## src/rtl/ecms_pkg.sv

```systemverilog
`default_nettype none
package ecms_pkg;
  localparam int unsigned ROWS_DEF         = 4;
  localparam int unsigned MAX_CHUNKS_DEF   = 8;
  localparam int unsigned ROW_CAPACITY_DEF = 4096;

  localparam int unsigned KEY_W     = 32;
  localparam int unsigned DATA_W    = 32;
  localparam int unsigned WIDTH_W   = 13;
  localparam int unsigned HASH_W    = 31;
  localparam int unsigned HREG_W    = 62;
  localparam int unsigned PROD_W    = 63;
  localparam int unsigned ROW_IDX_W = 2;
  localparam int unsigned CFG_IDX_W = 3;
  localparam int unsigned CFG_DATA_W = 62;

  // divider: dividend padded to DVD_W bits, BITS_PER_CYC bits per cycle
  localparam int unsigned DVD_W        = 32;
  localparam int unsigned BITS_PER_CYC = 4;
  localparam int unsigned DIV_ITER     = DVD_W / BITS_PER_CYC;

  localparam logic [CFG_IDX_W-1:0] REG_HASH_ROW_0  = 3'd0;
  localparam logic [CFG_IDX_W-1:0] REG_HASH_ROW_1  = 3'd1;
  localparam logic [CFG_IDX_W-1:0] REG_HASH_ROW_2  = 3'd2;
  localparam logic [CFG_IDX_W-1:0] REG_HASH_ROW_3  = 3'd3;
  localparam logic [CFG_IDX_W-1:0] REG_INIT_WIDTH  = 3'd4;

  localparam logic [WIDTH_W-1:0] INIT_WIDTH_RST = 13'd256;

  localparam logic MODE_UPDATE = 1'b0;
  localparam logic MODE_EXPAND = 1'b1;

  localparam logic STATUS_OK      = 1'b0;
  localparam logic STATUS_REFUSED = 1'b1;
endpackage
`default_nettype wire

```

## src/rtl/ecms_hash.sv

```systemverilog
`default_nettype none
// three-stage hash: multiply, add offset, fold modulo 2^31-1
module ecms_hash (
  input  wire logic                          clk_i,
  input  wire logic                          rst_ni,
  input  wire logic                          start_i,
  input  wire logic [ecms_pkg::KEY_W-1:0]    key_i,
  input  wire logic [ecms_pkg::HREG_W-1:0]   hash_reg_i,
  output logic                               valid_o,
  output logic [ecms_pkg::HASH_W-1:0]        hash_o
);
  logic [2:0]                       vld_q;
  logic [ecms_pkg::PROD_W-1:0]      prod_q;
  logic [ecms_pkg::PROD_W-1:0]      sum_q;
  logic [ecms_pkg::HASH_W-1:0]      ofs_q;
  logic [ecms_pkg::HASH_W-1:0]      hash_q;

  always_ff @(posedge clk_i or negedge rst_ni) begin
    if (!rst_ni) begin
      vld_q <= '0;
    end else begin
      vld_q <= {vld_q[1:0], start_i};
    end
  end

  always_ff @(posedge clk_i) begin
    prod_q <= ecms_pkg::PROD_W'(hash_reg_i[61:31]) * ecms_pkg::PROD_W'(key_i);
    ofs_q  <= hash_reg_i[30:0];
    sum_q  <= prod_q + ecms_pkg::PROD_W'(ofs_q);
    hash_q <= sum_q[61:31] + sum_q[30:0];
  end

  assign valid_o = vld_q[2];
  assign hash_o  = hash_q;
endmodule
`default_nettype wire

```

## config.mk

```make
export PLATFORM = sky130hd
export DESIGN_NAME = ecms_hash
export DESIGN_NICKNAME = d
export VERILOG_FILES = /design/src/rtl/ecms_pkg.sv /design/src/rtl/ecms_hash.sv
export SDC_FILE = /design/constraint.sdc
export NUM_CORES = 2
export LEC_CHECK = 0
export BUFFER_PORTS_ARGS = -buffer_cell sky130_fd_sc_hd__clkbuf_2
export CELL_PAD_IN_SITES_DETAIL_PLACEMENT = 0
export CELL_PAD_IN_SITES_GLOBAL_PLACEMENT = 1
export CORE_AREA = 2 2 364 366
export DETAILED_ROUTE_END_ITERATION = 6
export DIE_AREA = 0 0 366 368
export PLACE_DENSITY = 0.55
export SLEW_MARGIN = 40
export SYNTH_ARGS = -nofsm -noshare
export SYNTH_HDL_FRONTEND = slang
export SYNTH_SLANG_ARGS = --single-unit
```

## constraint.sdc

```tcl
create_clock -name clk_i -period 3.15 [get_ports clk_i]
set_clock_uncertainty 0.2 [all_clocks]
set_input_delay 0.4725 -clock clk_i [delete_from_list [all_inputs] [get_ports clk_i]]
set_output_delay 0.4725 -clock clk_i [all_outputs]
set_load 0.1 [all_outputs]
```

==> impl_metrics.csv <==
group,metric,value,unit
sta,finalHoldViolCount,0,
final_layout,n_antenna_cell,0,
logic_synthesis,yosysWarnings,0,
detailed_routing,dr.pass1.iters,5,
logic_synthesis,synth_top_cell_by_area,"fa_1",
global_route,grt_usage,17.57,%
floorplan,die_width,366,µm
floorplan,fp.dieArea,134700,µm²
critical_path,end_kind,"flip-flop",
clock_tree,cts_buffers,17,
floorplan,initial_core_util,29.88,%
global_route,grt_overflow,0,
detailed_routing,wl,116.3,mm
detailed_routing,num_vias,29600,
logic_synthesis,seq_area_frac_synth,9.720,%
run,drv_cap,0,
clock_tree,cts_buffer_depth,2,
logic_synthesis,synth.distinct_cells,63,
sta,rsz0062_at_grt,"yes",
floorplan,chipHeight,368,µm
logic_synthesis,synth-edff-count,0,
detailed_routing,drtIter0Drc,1196,
detailed_routing,viasPerCell,4.492,
detailed_routing,wl_per_cell,17.66,µm
sta,fin_tns_setup,-188.83,ns
clock_tree,ctsRootBufferMaster,"clkbuf_16",
logic_synthesis,synth_area,39080,µm²
run_status,status,"complete, but fails checks",
critical_path,cpMostUsedCell,"fa_2",
run_status,failed_checks,"negative setup slack",
critical_path,r2r-start,"ofs_q[9]$_DFF_P_",
hold_path,min_path_type,"in -> reg",
sta,max_freq,132.2,MHz
placed_design,io_buffer_count,128,
clock_tree,clock_sinks,189,
final_layout,syn_to_final_growth,31.56,%
critical_path,slowest_delay,0.57,ns
final_layout,register_area,3819,µm²
logic_synthesis,synth_flop_cell,"dfxtp_1",
final_layout,nFillCells,13190,
hold_path,worstHoldStart,"hash_reg_i[23]",
critical_path,r2r-end,"sum_q[32]$_DFF_P_",
final_layout,stdcell_count,6589,
clock_tree,cts_tree,"done",
sta,final.period_utilization,240.2,%
floorplan,rows,133,
critical_path,path_class,"in -> reg",
placed_design,placed_cells_incl_taps,6420,
clock_tree,h-tree-depth,4,
placed_design,place_hpwl,100.4,mm
logic_synthesis,synth_cells,4212,
logic_synthesis,yosysTopAreaCellShare,44.41,%
critical_path,path_max_fanout,5,
hold_path,hold_end,"ofs_q[23]$_DFF_P_",
global_route,grt_pass1_wl,187.0,mm
final_layout,drive_above_1_share,26.09,%
critical_path,r2r_setup_slack,-0.15,ns
sta,tightest_slew,0.8099,ns
detailed_routing,drcViolationCount,0,
floorplan,ios,129,
critical_path,cp-start-kind,"input pin",
logic_synthesis,ys_ff_latch,189,
global_route,grt_max_degree,21,
sta,setup_violations,72,
sta,setup_ws,-4.415,ns
hold_path,hold_depth,1,
logic_synthesis,syn_nets,5487,
logic_synthesis,synth_area_per_cell,9.279,µm²
critical_path,crit_buf_inv,4,
final_layout,multi_input_area,34190,µm²
sta,period_minus_slack,7.565,ns
placed_design,place_congestion,0.8236,
clock_tree,clk_latency,0.44,ns
final_layout,layout_common_cells,"809 x fa_1, 770 x inv_1, 544 x nand2_1",
critical_path,worst-r2r-cell-count,14,
placed_design,place_ws,-5.126,ns
floorplan,core_area,130800,µm²
final_layout,final_common_cell,"fa_1",
critical_path,worstPathCellList,"clkbuf_16 -> buf_12 -> and2_1 -> fa_1 -> fa_1 -> inv_1 -> fa_2 -> fa_2 -> inv_2 -> fa_2 -> fa_2 -> fa_2 -> fa_1 -> ha_4 -> a21o_1 -> a21o_1 -> a21oi_2 -> o21ai_1 -> or2_1 -> nor3b_4 -> o41a_1 -> a41o_1 -> or4b_1 -> and4_1",
logic_synthesis,synthTopCellsByArea,"fa_1 44%, ha_1 10%, dfxtp_1 9.5%",
detailed_routing,ant_nets,0,
final_layout,fin_nets,6096,
sta,slew_viol_final,0,
sta,relSlewSlack,45.95,%
critical_path,cp_top_family,"adder cells",
clock_tree,path_clk_slew,0.08,ns
critical_path,slowest_stage,"fa_2",
global_route,antenna_found_initial,3,
logic_synthesis,ys_async_sr_fraction,1.587,%
global_route,grt_pass1_vias,32920,
critical_path,critPathRequiredTime,3.28,ns
critical_path,arrival,7.70,ns
flip-flops by register name, summed over array words and instances, names as in the netlist:
name / flops
vld_q: 3
ofs_q: 31
prod_q: 62
hash_o: 31
sum_q: 62
cell usage after synthesis, drive strengths merged (3+ instances only):
cell type / number
a21boi: 8
dfrtp: 3
nor2b: 17
xor2: 50
nor3: 26
and4: 8
clkbuf: 218
a211oi: 10
or2: 4
o211ai: 8
and3: 25
nor2: 53
inv: 808
a21oi: 130
ha: 311
nand2: 564
a31oi: 16
nor4: 14
xnor2: 90
nand2b: 14
buf: 3
o311ai: 3
dfxtp: 186
nand3b: 3
and2: 511
nand4: 24
o31ai: 7
o21bai: 22
a211o: 5
nand3: 40
o21ai: 59
fa: 867
nor3b: 4
a311oi: 3
a221oi: 4
o21a: 10
a21o: 53
nor4b: 5
kinds of logic after synthesis:
kind of cell	after synthesis	share of synthesized area (%)
and+or+nand+nor	1317	17.04
xor gates and xnor gates	140	3.137
DFF	189	9.720
buffers and inverters	1029	9.905
AOI/OAI and AO/OA	358	5.804
adders and majority gates	1178	54.37
muxes	1	0.02561
layout make-up:
type	instances	area share (%)
Timing Repair Buffer	811	14.74
Clock buffer	18	0.8541
Inverter	808	5.904
Multi-Input combinational cell	2994	66.49
Sequential cell	189	7.427
Clock inverter	14	0.3115
Tap cell	1755	4.271
worst max path at each step:
| stage | from | to | slack, ns | depth (start not counted) |
|---|---|---|---|---|
| global placement | key_i[12] | prod_q[60]$_DFF_P_ | -5.09 | 25 |
| detailed placement | key_i[15] | prod_q[60]$_DFF_P_ | -5.13 | 23 |
| floorplan | key_i[11] | prod_q[60]$_DFF_P_ | -4.49 | 25 |
| CTS | key_i[7] | prod_q[60]$_DFF_P_ | -4.42 | 25 |
| finish | hash_reg_i[40] | prod_q[60]$_DFF_P_ | -4.42 | 24 |
| global route | key_i[10] | prod_q[60]$_DFF_P_ | -4.59 | 25 |
worst reg2reg max path: cells and delay by family, from the launching register on:
kind / cells / cell delay, ns
fa+ha+maj: 1 / 0.24
simple gates: 1 / 0.04
xor+xnor: 1 / 0.14
flops: 1 / 0.33
compound gates: 7 / 1.73
buf+inv: 4 / 0.50
stage by stage:
| stage | util (%) | hold WS [ns] | instance area [µm²] |
|---|---|---|---|
| after global placement | 35.30 | 0.06786 | 46170 |
| after detailed placement | 35.30 | 0.07140 | 46170 |
| final | 39.31 | 0.02174 | 51420 |
| after CTS | 38.27 | 0.004434 | 50050 |
| after global routing | 39.31 | 0.008572 | 51420 |
| after floorplan | - | -0.02309 | 39920 |
layer usage:
metal,vias up,part of all wire (%),track usage (%)
met5,-,0.028,0
met4,4,1.0,2.184
met3,70,2.2,1.249
met2,360,49,29.99
met1,15290,48,25.02
li1,13880,-,-
what timing repair did:
action | CTS | global route
hold buffers | 32 | 0
endpoints found under the hold margin | 34 | 0
setup buffers | 72 | 39
resized for setup | 486 | 235
cloned | 8 | 2
pin swaps | 226 | 223
endpoints found under the setup margin | 104 | 95
Power is not shown: default switching activity piles up to over one toggle a cycle in this logic, so the estimate is an artifact.
