**src/rtl/ecms_pkg.sv**
```systemverilog
`default_nettype none
package ecms_pkg;
  localparam int unsigned ROWS_DEF         = 4;
  localparam int unsigned MAX_CHUNKS_DEF   = 8;
  localparam int unsigned ROW_CAPACITY_DEF = 4096;

  localparam int unsigned KEY_W     = 32;
  localparam int unsigned DATA_W    = 32;
  localparam int unsigned WIDTH_W   = 13;
  localparam int unsigned HASH_W    = 31;
  localparam int unsigned HREG_W    = 62;
  localparam int unsigned PROD_W    = 63;
  localparam int unsigned ROW_IDX_W = 2;
  localparam int unsigned CFG_IDX_W = 3;
  localparam int unsigned CFG_DATA_W = 62;

  // divider: dividend padded to DVD_W bits, BITS_PER_CYC bits per cycle
  localparam int unsigned DVD_W        = 32;
  localparam int unsigned BITS_PER_CYC = 4;
  localparam int unsigned DIV_ITER     = DVD_W / BITS_PER_CYC;

  localparam logic [CFG_IDX_W-1:0] REG_HASH_ROW_0  = 3'd0;
  localparam logic [CFG_IDX_W-1:0] REG_HASH_ROW_1  = 3'd1;
  localparam logic [CFG_IDX_W-1:0] REG_HASH_ROW_2  = 3'd2;
  localparam logic [CFG_IDX_W-1:0] REG_HASH_ROW_3  = 3'd3;
  localparam logic [CFG_IDX_W-1:0] REG_INIT_WIDTH  = 3'd4;

  localparam logic [WIDTH_W-1:0] INIT_WIDTH_RST = 13'd256;

  localparam logic MODE_UPDATE = 1'b0;
  localparam logic MODE_EXPAND = 1'b1;

  localparam logic STATUS_OK      = 1'b0;
  localparam logic STATUS_REFUSED = 1'b1;
endpackage
`default_nettype wire

```
**src/rtl/ecms_mod.sv**
```systemverilog
`default_nettype none
// iterative restoring remainder, several bits per cycle
module ecms_mod #(
  parameter int unsigned CW = 13
) (
  input  wire logic                        clk_i,
  input  wire logic                        rst_ni,
  input  wire logic                        start_i,
  input  wire logic [ecms_pkg::HASH_W-1:0] dividend_i,
  input  wire logic [CW-1:0]               divisor_i,
  output logic                             done_o,
  output logic [CW-1:0]                    rem_o
);
  localparam int unsigned CNT_W = (ecms_pkg::DIV_ITER > 1) ? $clog2(ecms_pkg::DIV_ITER) : 1;

  logic                         run_q;
  logic                         done_q;
  logic [CNT_W-1:0]             cnt_q;
  logic [CW:0]                  rem_q, rem_d;
  logic [ecms_pkg::DVD_W-1:0]   dvd_q, dvd_d;
  logic [CW-1:0]                div_q;

  always_comb begin
    rem_d = rem_q;
    dvd_d = dvd_q;
    for (int k = 0; k < ecms_pkg::BITS_PER_CYC; k++) begin
      rem_d = {rem_d[CW-1:0], dvd_d[ecms_pkg::DVD_W-1]};
      dvd_d = {dvd_d[ecms_pkg::DVD_W-2:0], 1'b0};
      if (rem_d >= {1'b0, div_q}) begin
        rem_d = rem_d - {1'b0, div_q};
      end
    end
  end

  always_ff @(posedge clk_i or negedge rst_ni) begin
    if (!rst_ni) begin
      run_q  <= 1'b0;
      done_q <= 1'b0;
      cnt_q  <= '0;
    end else begin
      done_q <= 1'b0;
      if (start_i) begin
        run_q <= 1'b1;
        cnt_q <= '0;
      end else if (run_q) begin
        cnt_q <= cnt_q + 1'b1;
        if (cnt_q == CNT_W'(ecms_pkg::DIV_ITER - 1)) begin
          run_q  <= 1'b0;
          done_q <= 1'b1;
        end
      end
    end
  end

  always_ff @(posedge clk_i) begin
    if (start_i) begin
      rem_q <= '0;
      dvd_q <= {{(ecms_pkg::DVD_W - ecms_pkg::HASH_W){1'b0}}, dividend_i};
      div_q <= divisor_i;
    end else if (run_q) begin
      rem_q <= rem_d;
      dvd_q <= dvd_d;
    end
  end

  assign done_o = done_q;
  assign rem_o  = rem_q[CW-1:0];
endmodule
`default_nettype wire

```
**config.mk**
```make
export PLATFORM = sky130hd
export DESIGN_NAME = ecms_mod
export DESIGN_NICKNAME = d
export VERILOG_FILES = /design/src/rtl/ecms_pkg.sv /design/src/rtl/ecms_mod.sv
export SDC_FILE = /design/constraint.sdc
export NUM_CORES = 1
export LEC_CHECK = 0
export BUFFER_PORTS_ARGS = -buffer_cell sky130_fd_sc_hd__buf_2
export CORE_ASPECT_RATIO = 2
export CORE_MARGIN = 2
export CORE_UTILIZATION = 55
export DETAILED_ROUTE_END_ITERATION = 10
export GPL_TIMING_DRIVEN = 0
export HOLD_SLACK_MARGIN = 0.02
export PLACE_DENSITY = 0.78
export SYNTH_ARGS = -nofsm -noshare
export SYNTH_HDL_FRONTEND = slang
export SYNTH_SLANG_ARGS = --single-unit
```
**constraint.sdc**
```tcl
create_clock -name clk_i -period 9.2 [get_ports clk_i]
set_clock_uncertainty 0.05 [all_clocks]
set_input_delay 1.84 -clock clk_i [delete_from_list [all_inputs] [get_ports clk_i]]
set_output_delay 1.84 -clock clk_i [all_outputs]
set_load 0.01 [all_outputs]
```
==> reports/summary.txt, run 1 <==
status: finished clean
Layout Nets: 786
later-pin clock latency in the skew report: 0.33 ns
FF-to-FF Start: div_q[0]
met3 Track Usage GR: 5.66%
via count of the first global-routing pass: 5502
Final Cycle Share: 98.4%
Place WS: -1.94 ns
Die H: 147 µm
post-synthesis mux area share: 12.4%
met1 usage: 27.0%
Reg2Reg Depth: 39
post-synthesis adder-cell area fraction: 13.5%
I/O Pins: 61
post-layout util: 67.8%
top post-synthesis cells by area: edfxtp_1 24%, ha_1 12%, mux2_2 9.5%, dfxtp_1 5.0%, nor2_1 4.9%
Net Count, Synth: 691
Die Width: 75.3 µm
Compound-Gate Fraction of Synth Area: 18.1%
global route hottest layer: met2
final hold violations: 0
Fill cells: 821
area share of the largest cell type after synthesis: 23.6%
Placement Rows: 52
global route total overflow: 0
number of flops mapped to enable cells by yosys: 44
Design Area, Final: 6790 µm²
H-tree depth: 3
Mean Syn Cell Area: 9.54 µm²
initial antenna violation count: 0
CORE AREA: 10000 µm²
CTS Root Cell: clkbuf_16
most common cell after layout, fill and taps aside: nor2_1
register area share after synthesis: 30.9%
flop and latch count out of synthesis: 63
# diodes: 0
Synth Cell Area: 5590 µm²
final worst path period need: 9.05 ns
Setup crit end kind: flip-flop
Routed Antenna Nets: 0
RePlAce Congestion: 0.958
predominant post-synthesis flop cell: edfxtp_1
CTS tree: yes
Final Max Slew Viols: 0
hold_sp: dvd_q[27]
layout cells sized above 1: 32.2%
final setup fails: 0
Max stage delay on crit path: 0.47 ns
r2r endpoint: rem_q[7]
Post-Synth XOR/XNOR Area: 5.32%
Starting Density: 55.8%
worst reg-to-reg setup slack: 0.15 ns
per-cell routed wire length: 20.7 µm
CP Data Required Time: 9.33 ns
fmax: 110 MHz
Hold WS: 0.439 ns
most used cell, CP: ha_1
Die ar.: 11000 µm²
Placed Area: 6060 µm²
Via Count: 5145
Post-Route WL: 17000 µm
area growth from synthesis to layout: 21.5%
Worst-path clk slew: 0.05 ns
met2 Use GR: 59.2%
Hold Path Class: flip-flop to flip-flop
hold depth: 2
CP Data Arrival Time: 9.18 ns
Initial DRC Count: 295
largest area contributor in the netlist: edfxtp_1
Max Buffers Root-to-Sink: 2
first-pass GRT wire length: 26100 µm
synth unique cells: 82
largest family of logic cells by synthesized area: compound AO/OA/AOI/OAI gates
post-DR vias/cell: 6.27
drt first pass iters: 5
Min-Delay Endpoint: dvd_q[31]
HPWL Detailed: 13100 µm
Slew Limit Headroom: 14.1%
Max-Cap Viols: 0
PortBufs: 60
Synth Area in Simple Gates: 15.3%
worst slew pin tran: 1.28 ns
crit start category: flip-flop
FFs w/ async S/R, synth: 7.94%
most frequent cells in the layout: 70 x nor2_1, 60 x buf_2, 49 x ha_1, 47 x mux2_2, 44 x edfxtp_1
CTS buffer count: 9
largest net degree at the start of global routing: 33
WS Path Type: flip-flop to flip-flop
# DRC: 0
Cells after Synth: 586
Tot GR Track Use: 31.6%
Worst path slowest cell: ha_1
final worst slack: 0.150 ns
Synth Warn #: 0
clk sink count: 63
critical path fanouts, max: 10
-- timing repair --
| item | CTS | global route |
|---|---|---|
| buffers inserted | 13 | 11 |
| setup endpoints to repair | 13 | 13 |
| pin swaps | 9 | 12 |
| gates resized for setup | 27 | 28 |
| hold buffers | 0 | 0 |
-- worst max path at each step --
stage	to	cells after the start	slack, ns	startpoint
floorplan	rem_q[1]	36	0.52	div_q[0]
global placement	rem_q[6]	37	-1.80	div_q[0]
detailed placement	rem_q[6]	37	-1.94	div_q[0]
CTS	rem_q[6]	39	0.005	div_q[0]
global route	rem_q[7]	40	-0.17	div_q[3]
finish	rem_q[7]	39	0.15	div_q[0]
-- Yosys cell counts (3+ instances only) --
cell / number
o31ai_1: 4
o21ai_1: 3
mux2_2: 47
o21bai_1: 4
xor2_1: 12
xnor2_1: 22
a31oi_1: 4
o21a_1: 7
mux2i_1: 15
nand2_1: 29
ha_1: 54
a21o_2: 3
buf_6: 4
nand4_1: 9
inv_1: 33
nor2b_1: 6
nor2_1: 73
dfrtp_1: 5
edfxtp_1: 44
o21ai_0: 26
or2_2: 4
fa_1: 4
a21oi_1: 36
dfxtp_1: 14
and2_1: 6
o22ai_1: 4
clkbuf_1: 4
o31a_1: 3
a21o_1: 7
nand2b_1: 7
nor3_1: 10
nand3_1: 11
a211oi_1: 14
-- per-layer routing --
layer / vias up / wire length [µm]
met5: - / 0
met4: 0 / 1400
met3: 105 / 718
met2: 229 / 9500
met1: 2443 / 5410
li1: 2368 / -
-- kinds of logic after synthesis --
logic type | count (synthesis)
xor gates and xnor gates | 34
buffers and inverters | 49
adders and majority gates | 58
AOI/OAI and AO/OA | 144
DFF | 63
and+or+nand+nor | 175
muxes | 63
-- critical path, delay by kind of cell, from the launching register on --
kind                     cells  cell delay (ns)
buffers and inverters        5             0.79
adder cells (fa/ha/maj)      5             1.82
AO/OA/AOI/OAI               17             3.24
AND/OR/NAND/NOR              9             1.48
multiplexers                 3             1.03
flip-flops                   1             0.42
-- layout make-up --
type	instances	area (µm²)	area share, %
inverters	33	124	1.82
repair buffers	84	493	7.26
plain buffers	16	158	2.32
clock buffers	10	229	3.37
multi-input cells	474	3830	56.4
well taps	135	169	2.49
clock inverters	6	61.3	0.903
flip-flops and latches	63	1730	25.4
-- sequential cells by signal (all words and copies together) (netlist names) --
register / flops
done_o: 1
cnt_q: 3
rem_q: 13
div_q: 13
run_q: 1
dvd_q: 32
-- stage by stage --
| stage | TNS, ns | std cells |
|---|---|---|
| 2_1_floorplan | 0 | 586 |
| 3_3_place_gp | -21.18 | 781 |
| 3_5_place_dp | -23.13 | 781 |
| 4_1_cts | 0 | 810 |
| 5_1_grt | -1.22 | 821 |
| 6_report | 0 | 821 |
Power of run 1 is not shown: default switching activity piles up to over one toggle a cycle in this logic, so the estimate is an artifact.
==> run 2: changes to the inputs <==
--- a/config.mk
+++ b/config.mk
@@ -13,6 +13,7 @@
 export GPL_TIMING_DRIVEN = 0
 export HOLD_SLACK_MARGIN = 0.02
 export PLACE_DENSITY = 0.78
+export REMOVE_ABC_BUFFERS = 1
 export SYNTH_ARGS = -nofsm -noshare
 export SYNTH_HDL_FRONTEND = slang
 export SYNTH_SLANG_ARGS = --single-unit
==> run 2 against run 1 <==
Die area did not move. Cell count fell by 1.3%. Hold slack improved by 0.027 ns. Count of clock-buffer cells in the layout rose by 1. Maximum frequency rose by 0.26%. Global-route usage fell by 3.8 points. Via count fell by 3.1%. Core utilization fell by 0.22 points. Setup slack improved by 0.023 ns.
==> reports/summary.txt, run 2 (synthesis gave the netlist of run 1 again) <==
Worst-path clk slew: 0.05 ns
WS Path Type: flip-flop to flip-flop
Hold WS: 0.466 ns
final worst slack: 0.173 ns
RePlAce Congestion: 0.927
most common cell after layout, fill and taps aside: nor2_1
I/O Pins: 61
CP Data Arrival Time: 9.21 ns
Die H: 147 µm
met3 Track Usage GR: 4.28%
Via Count: 4983
Final Max Slew Viols: 0
crit start category: flip-flop
Die Width: 75.3 µm
initial antenna violation count: 0
worst slew pin tran: 1.28 ns
status: finished clean
final worst path period need: 9.03 ns
Place WS: -1.86 ns
Starting Density: 55.8%
layout cells sized above 1: 32.0%
FF-to-FF Start: div_q[0]
Placement Rows: 52
biggest regs: dvd_q x32, div_q x13, rem_q x13
via count of the first global-routing pass: 5087
Hold Path Class: flip-flop to flip-flop
# diodes: 0
hold_sp: dvd_q[27]
PortBufs: 60
final hold violations: 0
CORE AREA: 10000 µm²
most used cell, CP: a21oi_2
Tot GR Track Use: 27.8%
first-pass GRT wire length: 23100 µm
CTS tree: yes
CTS buffer count: 9
global route total overflow: 0
clk sink count: 63
CP Data Required Time: 9.38 ns
drt first pass iters: 4
Worst path slowest cell: fa_1
Worst Setup SP: div_q[0]
Max stage delay on crit path: 0.44 ns
Reg with most FFs: dvd_q
placed cell count: 765
post-DR vias/cell: 6.15
later-pin clock latency in the skew report: 0.33 ns
critical path fanouts, max: 11
met1 usage: 25.4%
fmax: 111 MHz
Slew Limit Headroom: 14.5%
Largest register FFs: 32
area growth from synthesis to layout: 21.1%
final setup fails: 0
worst reg-to-reg setup slack: 0.17 ns
final std cells w/o fill: 810
Routed Antenna Nets: 0
per-cell routed wire length: 19.4 µm
Final Cycle Share: 98.1%
# DRC: 0
Setup crit end kind: flip-flop
CTS Root Cell: clkbuf_16
H-tree depth: 3
Post-Route WL: 15700 µm
global route hottest layer: met2
Initial DRC Count: 295
met2 Use GR: 49.3%
largest net degree at the start of global routing: 62
Layout Nets: 775
Max-Cap Viols: 0
Die ar.: 11000 µm²
HPWL Detailed: 11400 µm
most frequent cells in the layout: 69 x nor2_1, 60 x buf_2, 47 x ha_1, 46 x mux2_2, 44 x edfxtp_1
Max Buffers Root-to-Sink: 2
Fill cells: 815
## run 2: repair_timing
item	in CTS	in global routing
gates resized for setup	23	31
buffers inserted	10	17
endpoints found under the setup margin	13	13
gates cloned	0	1
hold buffers	0	0
pin swaps	5	16
## run 2: worst max-delay path, delay by kind of cell (launching register included)
kind,cells,cell delay (ns)
buf+inv,3,0.48
compound gates,17,3.53
mux,3,1.09
fa+ha+maj,5,1.72
flops,1,0.41
simple gates,9,1.58
## run 2: worst paths after layout
path	cells after the start	to
min in group asynchronous	1	run_q
setup reg to reg	37	rem_q[0]
setup / recovery	37	rem_q[0]
hold / removal	2	dvd_q[31]
hold reg to reg	2	dvd_q[31]
max in group asynchronous	1	cnt_q[0]
## run 2: cell type report
type	count	area (µm²)	share of cell area (%)
Clock buffer	11	233	3.44
Clock inverter	5	35.0	0.517
Inverter	33	124	1.83
Multi-Input combinational cell	475	3940	58.2
Sequential cell	63	1730	25.5
Tap cell	135	169	2.49
Timing Repair Buffer	88	543	8.02
## run 2: stage by stage
step | utilization, % | instance area [µm²] | setup TNS [ns]
finish | 67.6 | 6770 | 0
detailed placement | 59.2 | 5940 | -22.12
CTS | 64.2 | 6430 | 0
global placement | 59.2 | 5940 | -19.98
floorplan | - | 5470 | 0
global route | 67.6 | 6770 | -0.176
## run 2: metal layers
layer	up-vias	wire (µm)
met5	-	0
met4	0	1500
met3	108	652
met2	197	8380
met1	2338	5200
li1	2340	-
Power of run 2 is left out for the same reason.
==> run 3: changes to the inputs <==
--- a/config.mk
+++ b/config.mk
@@ -12,7 +12,7 @@
 export DETAILED_ROUTE_END_ITERATION = 10
 export GPL_TIMING_DRIVEN = 0
 export HOLD_SLACK_MARGIN = 0.02
-export PLACE_DENSITY = 0.78
+export PLACE_DENSITY = 0.83
 export REMOVE_ABC_BUFFERS = 1
 export SYNTH_ARGS = -nofsm -noshare
 export SYNTH_HDL_FRONTEND = slang
==> run 3 against run 2 <==
Sequential share of layout area fell by 0.14 points. Highest routed layer unchanged. Via count fell by 0.48%. Cell area rose by 0.54%. Count of clock-buffer cells in the layout fell by 2. Critical path depth rose by 1. Flip-flop and latch count did not move. First-iteration DRC count rose by 36%. Setup slack improved by 0.017 ns. Global-route usage rose by 0.64 points. Maximum frequency rose by 0.18%. Hold slack got worse by 0.0022 ns. Die area did not move.
==> reports/summary.txt, run 3 (synthesis gave the netlist of run 1 again) <==
CTS Hold Bufs: 0
CORE AREA: 10000 µm²
Largest register FFs: 32
per-cell routed wire length: 19.3 µm
most common cell after layout, fill and taps aside: nor2_1
final setup fails: 0
RePlAce Congestion: 0.941
Die H: 147 µm
most frequent cells in the layout: 68 x nor2_1, 60 x buf_2, 52 x ha_1, 47 x mux2_2, 44 x edfxtp_1
Max stage delay on crit path: 0.42 ns
global route total overflow: 0
I/O Pins: 61
critical path fanouts, max: 11
# DRC: 0
CP top delay family: compound AO/OA/AOI/OAI gates
Worst-path clk slew: 0.06 ns
via count of the first global-routing pass: 5044
Worst path slowest cell: fa_1
WS Path Type: flip-flop to flip-flop
Setup crit end kind: flip-flop
Hold Path Class: flip-flop to flip-flop
layout cells sized above 1: 32.0%
Max Buffers Root-to-Sink: 2
later-pin clock latency in the skew report: 0.34 ns
biggest regs: dvd_q x32, div_q x13, rem_q x13
area growth from synthesis to layout: 21.7%
Final Max Slew Viols: 0
Initial DRC Count: 402
# diodes: 0
CP Data Arrival Time: 9.21 ns
drt first pass iters: 5
Die ar.: 11000 µm²
largest net degree at the start of global routing: 62
clk sink count: 63
Via Count: 4959
H-tree depth: 3
CTS tree: yes
crit start category: flip-flop
PortBufs: 60
post-DR vias/cell: 6.13
final worst slack: 0.189 ns
final hold violations: 0
Post-Route WL: 15600 µm
Setup TNS: 0 ns
CTS Root Cell: clkbuf_16
CTS buffer count: 9
HPWL Detailed: 11400 µm
initial antenna violation count: 0
Die Width: 75.3 µm
Max-Cap Viols: 0
Starting Density: 55.8%
Fill cells: 770
CP Data Required Time: 9.40 ns
Reg with most FFs: dvd_q
worst slew pin tran: 1.26 ns
Placement Rows: 52
Layout Nets: 774
Place WS: -2.04 ns
status: finished clean
Slew Limit Headroom: 16.1%
most used cell, CP: ha_1
Final Cycle Share: 97.9%
Routed Antenna Nets: 0
final worst path period need: 9.01 ns
first-pass GRT wire length: 23600 µm
Buffers & Inverters on Critical Path: 4
Tot GR Track Use: 28.5%
fmax: 111 MHz
## run 3: path summary, 6_finish.rpt
check                      startpoint         to  slack (ns)  cells past startpoint
max in group asynchronous      rst_ni     done_o        7.71                      1
setup / recovery             div_q[0]   rem_q[1]        0.19                     38
hold / removal              dvd_q[31]  dvd_q[31]        0.46                      2
hold reg to reg             dvd_q[31]  dvd_q[31]        0.46                      2
setup reg to reg             div_q[0]   rem_q[1]        0.19                     38
min in group asynchronous      rst_ni   cnt_q[0]        1.26                      1
## run 3: per-stage QoR
step | hold WS (ns) | utilization [%] | cells | area [µm²]
4_1_cts | 0.469 | 65.3 | 793 | 6550
6_report | 0.464 | 67.9 | 809 | 6810
3_5_place_dp | 0.454 | 59.2 | 765 | 5940
5_1_grt | 0.481 | 67.9 | 809 | 6810
2_1_floorplan | 0.406 | - | 570 | 5470
3_3_place_gp | 0.426 | 59.2 | 765 | 5940
## run 3: layer usage
| metal | routed length [µm] | part of all wire, % | vias up | track usage, % |
|---|---|---|---|---|
| met5 | 0 | 0 | - | 0 |
| met4 | 1500 | 9.6 | 0 | 24.6 |
| met3 | 446 | 2.9 | 82 | 4.28 |
| met2 | 8420 | 54 | 194 | 49.1 |
| met1 | 5270 | 34 | 2352 | 27.5 |
| li1 | - | - | 2331 | - |
## run 3: cell type report
| type | count | area [µm²] | share of cell area (%) |
|---|---|---|---|
| clock inverter | 7 | 128 | 1.87 |
| multi-input combinational | 475 | 3920 | 57.6 |
| clock buffer | 9 | 225 | 3.31 |
| sequential | 63 | 1730 | 25.4 |
| inverter | 33 | 124 | 1.82 |
| timing repair buffer | 87 | 515 | 7.57 |
| tap | 135 | 169 | 2.48 |
## run 3: repair_timing
item	4_1_cts	5_1_grt
pin swaps	7	16
setup buffers	12	15
endpoints found under the setup margin	13	13
gates cloned	0	1
resized for setup	26	26
## run 3: tightest hold or removal path, stage by stage (launching register included)
cell and delay (ns):
dfxtp_1 0.33, mux2i_1 0.07, nor2_1 0.08
Power of run 3 is left out for the same reason.
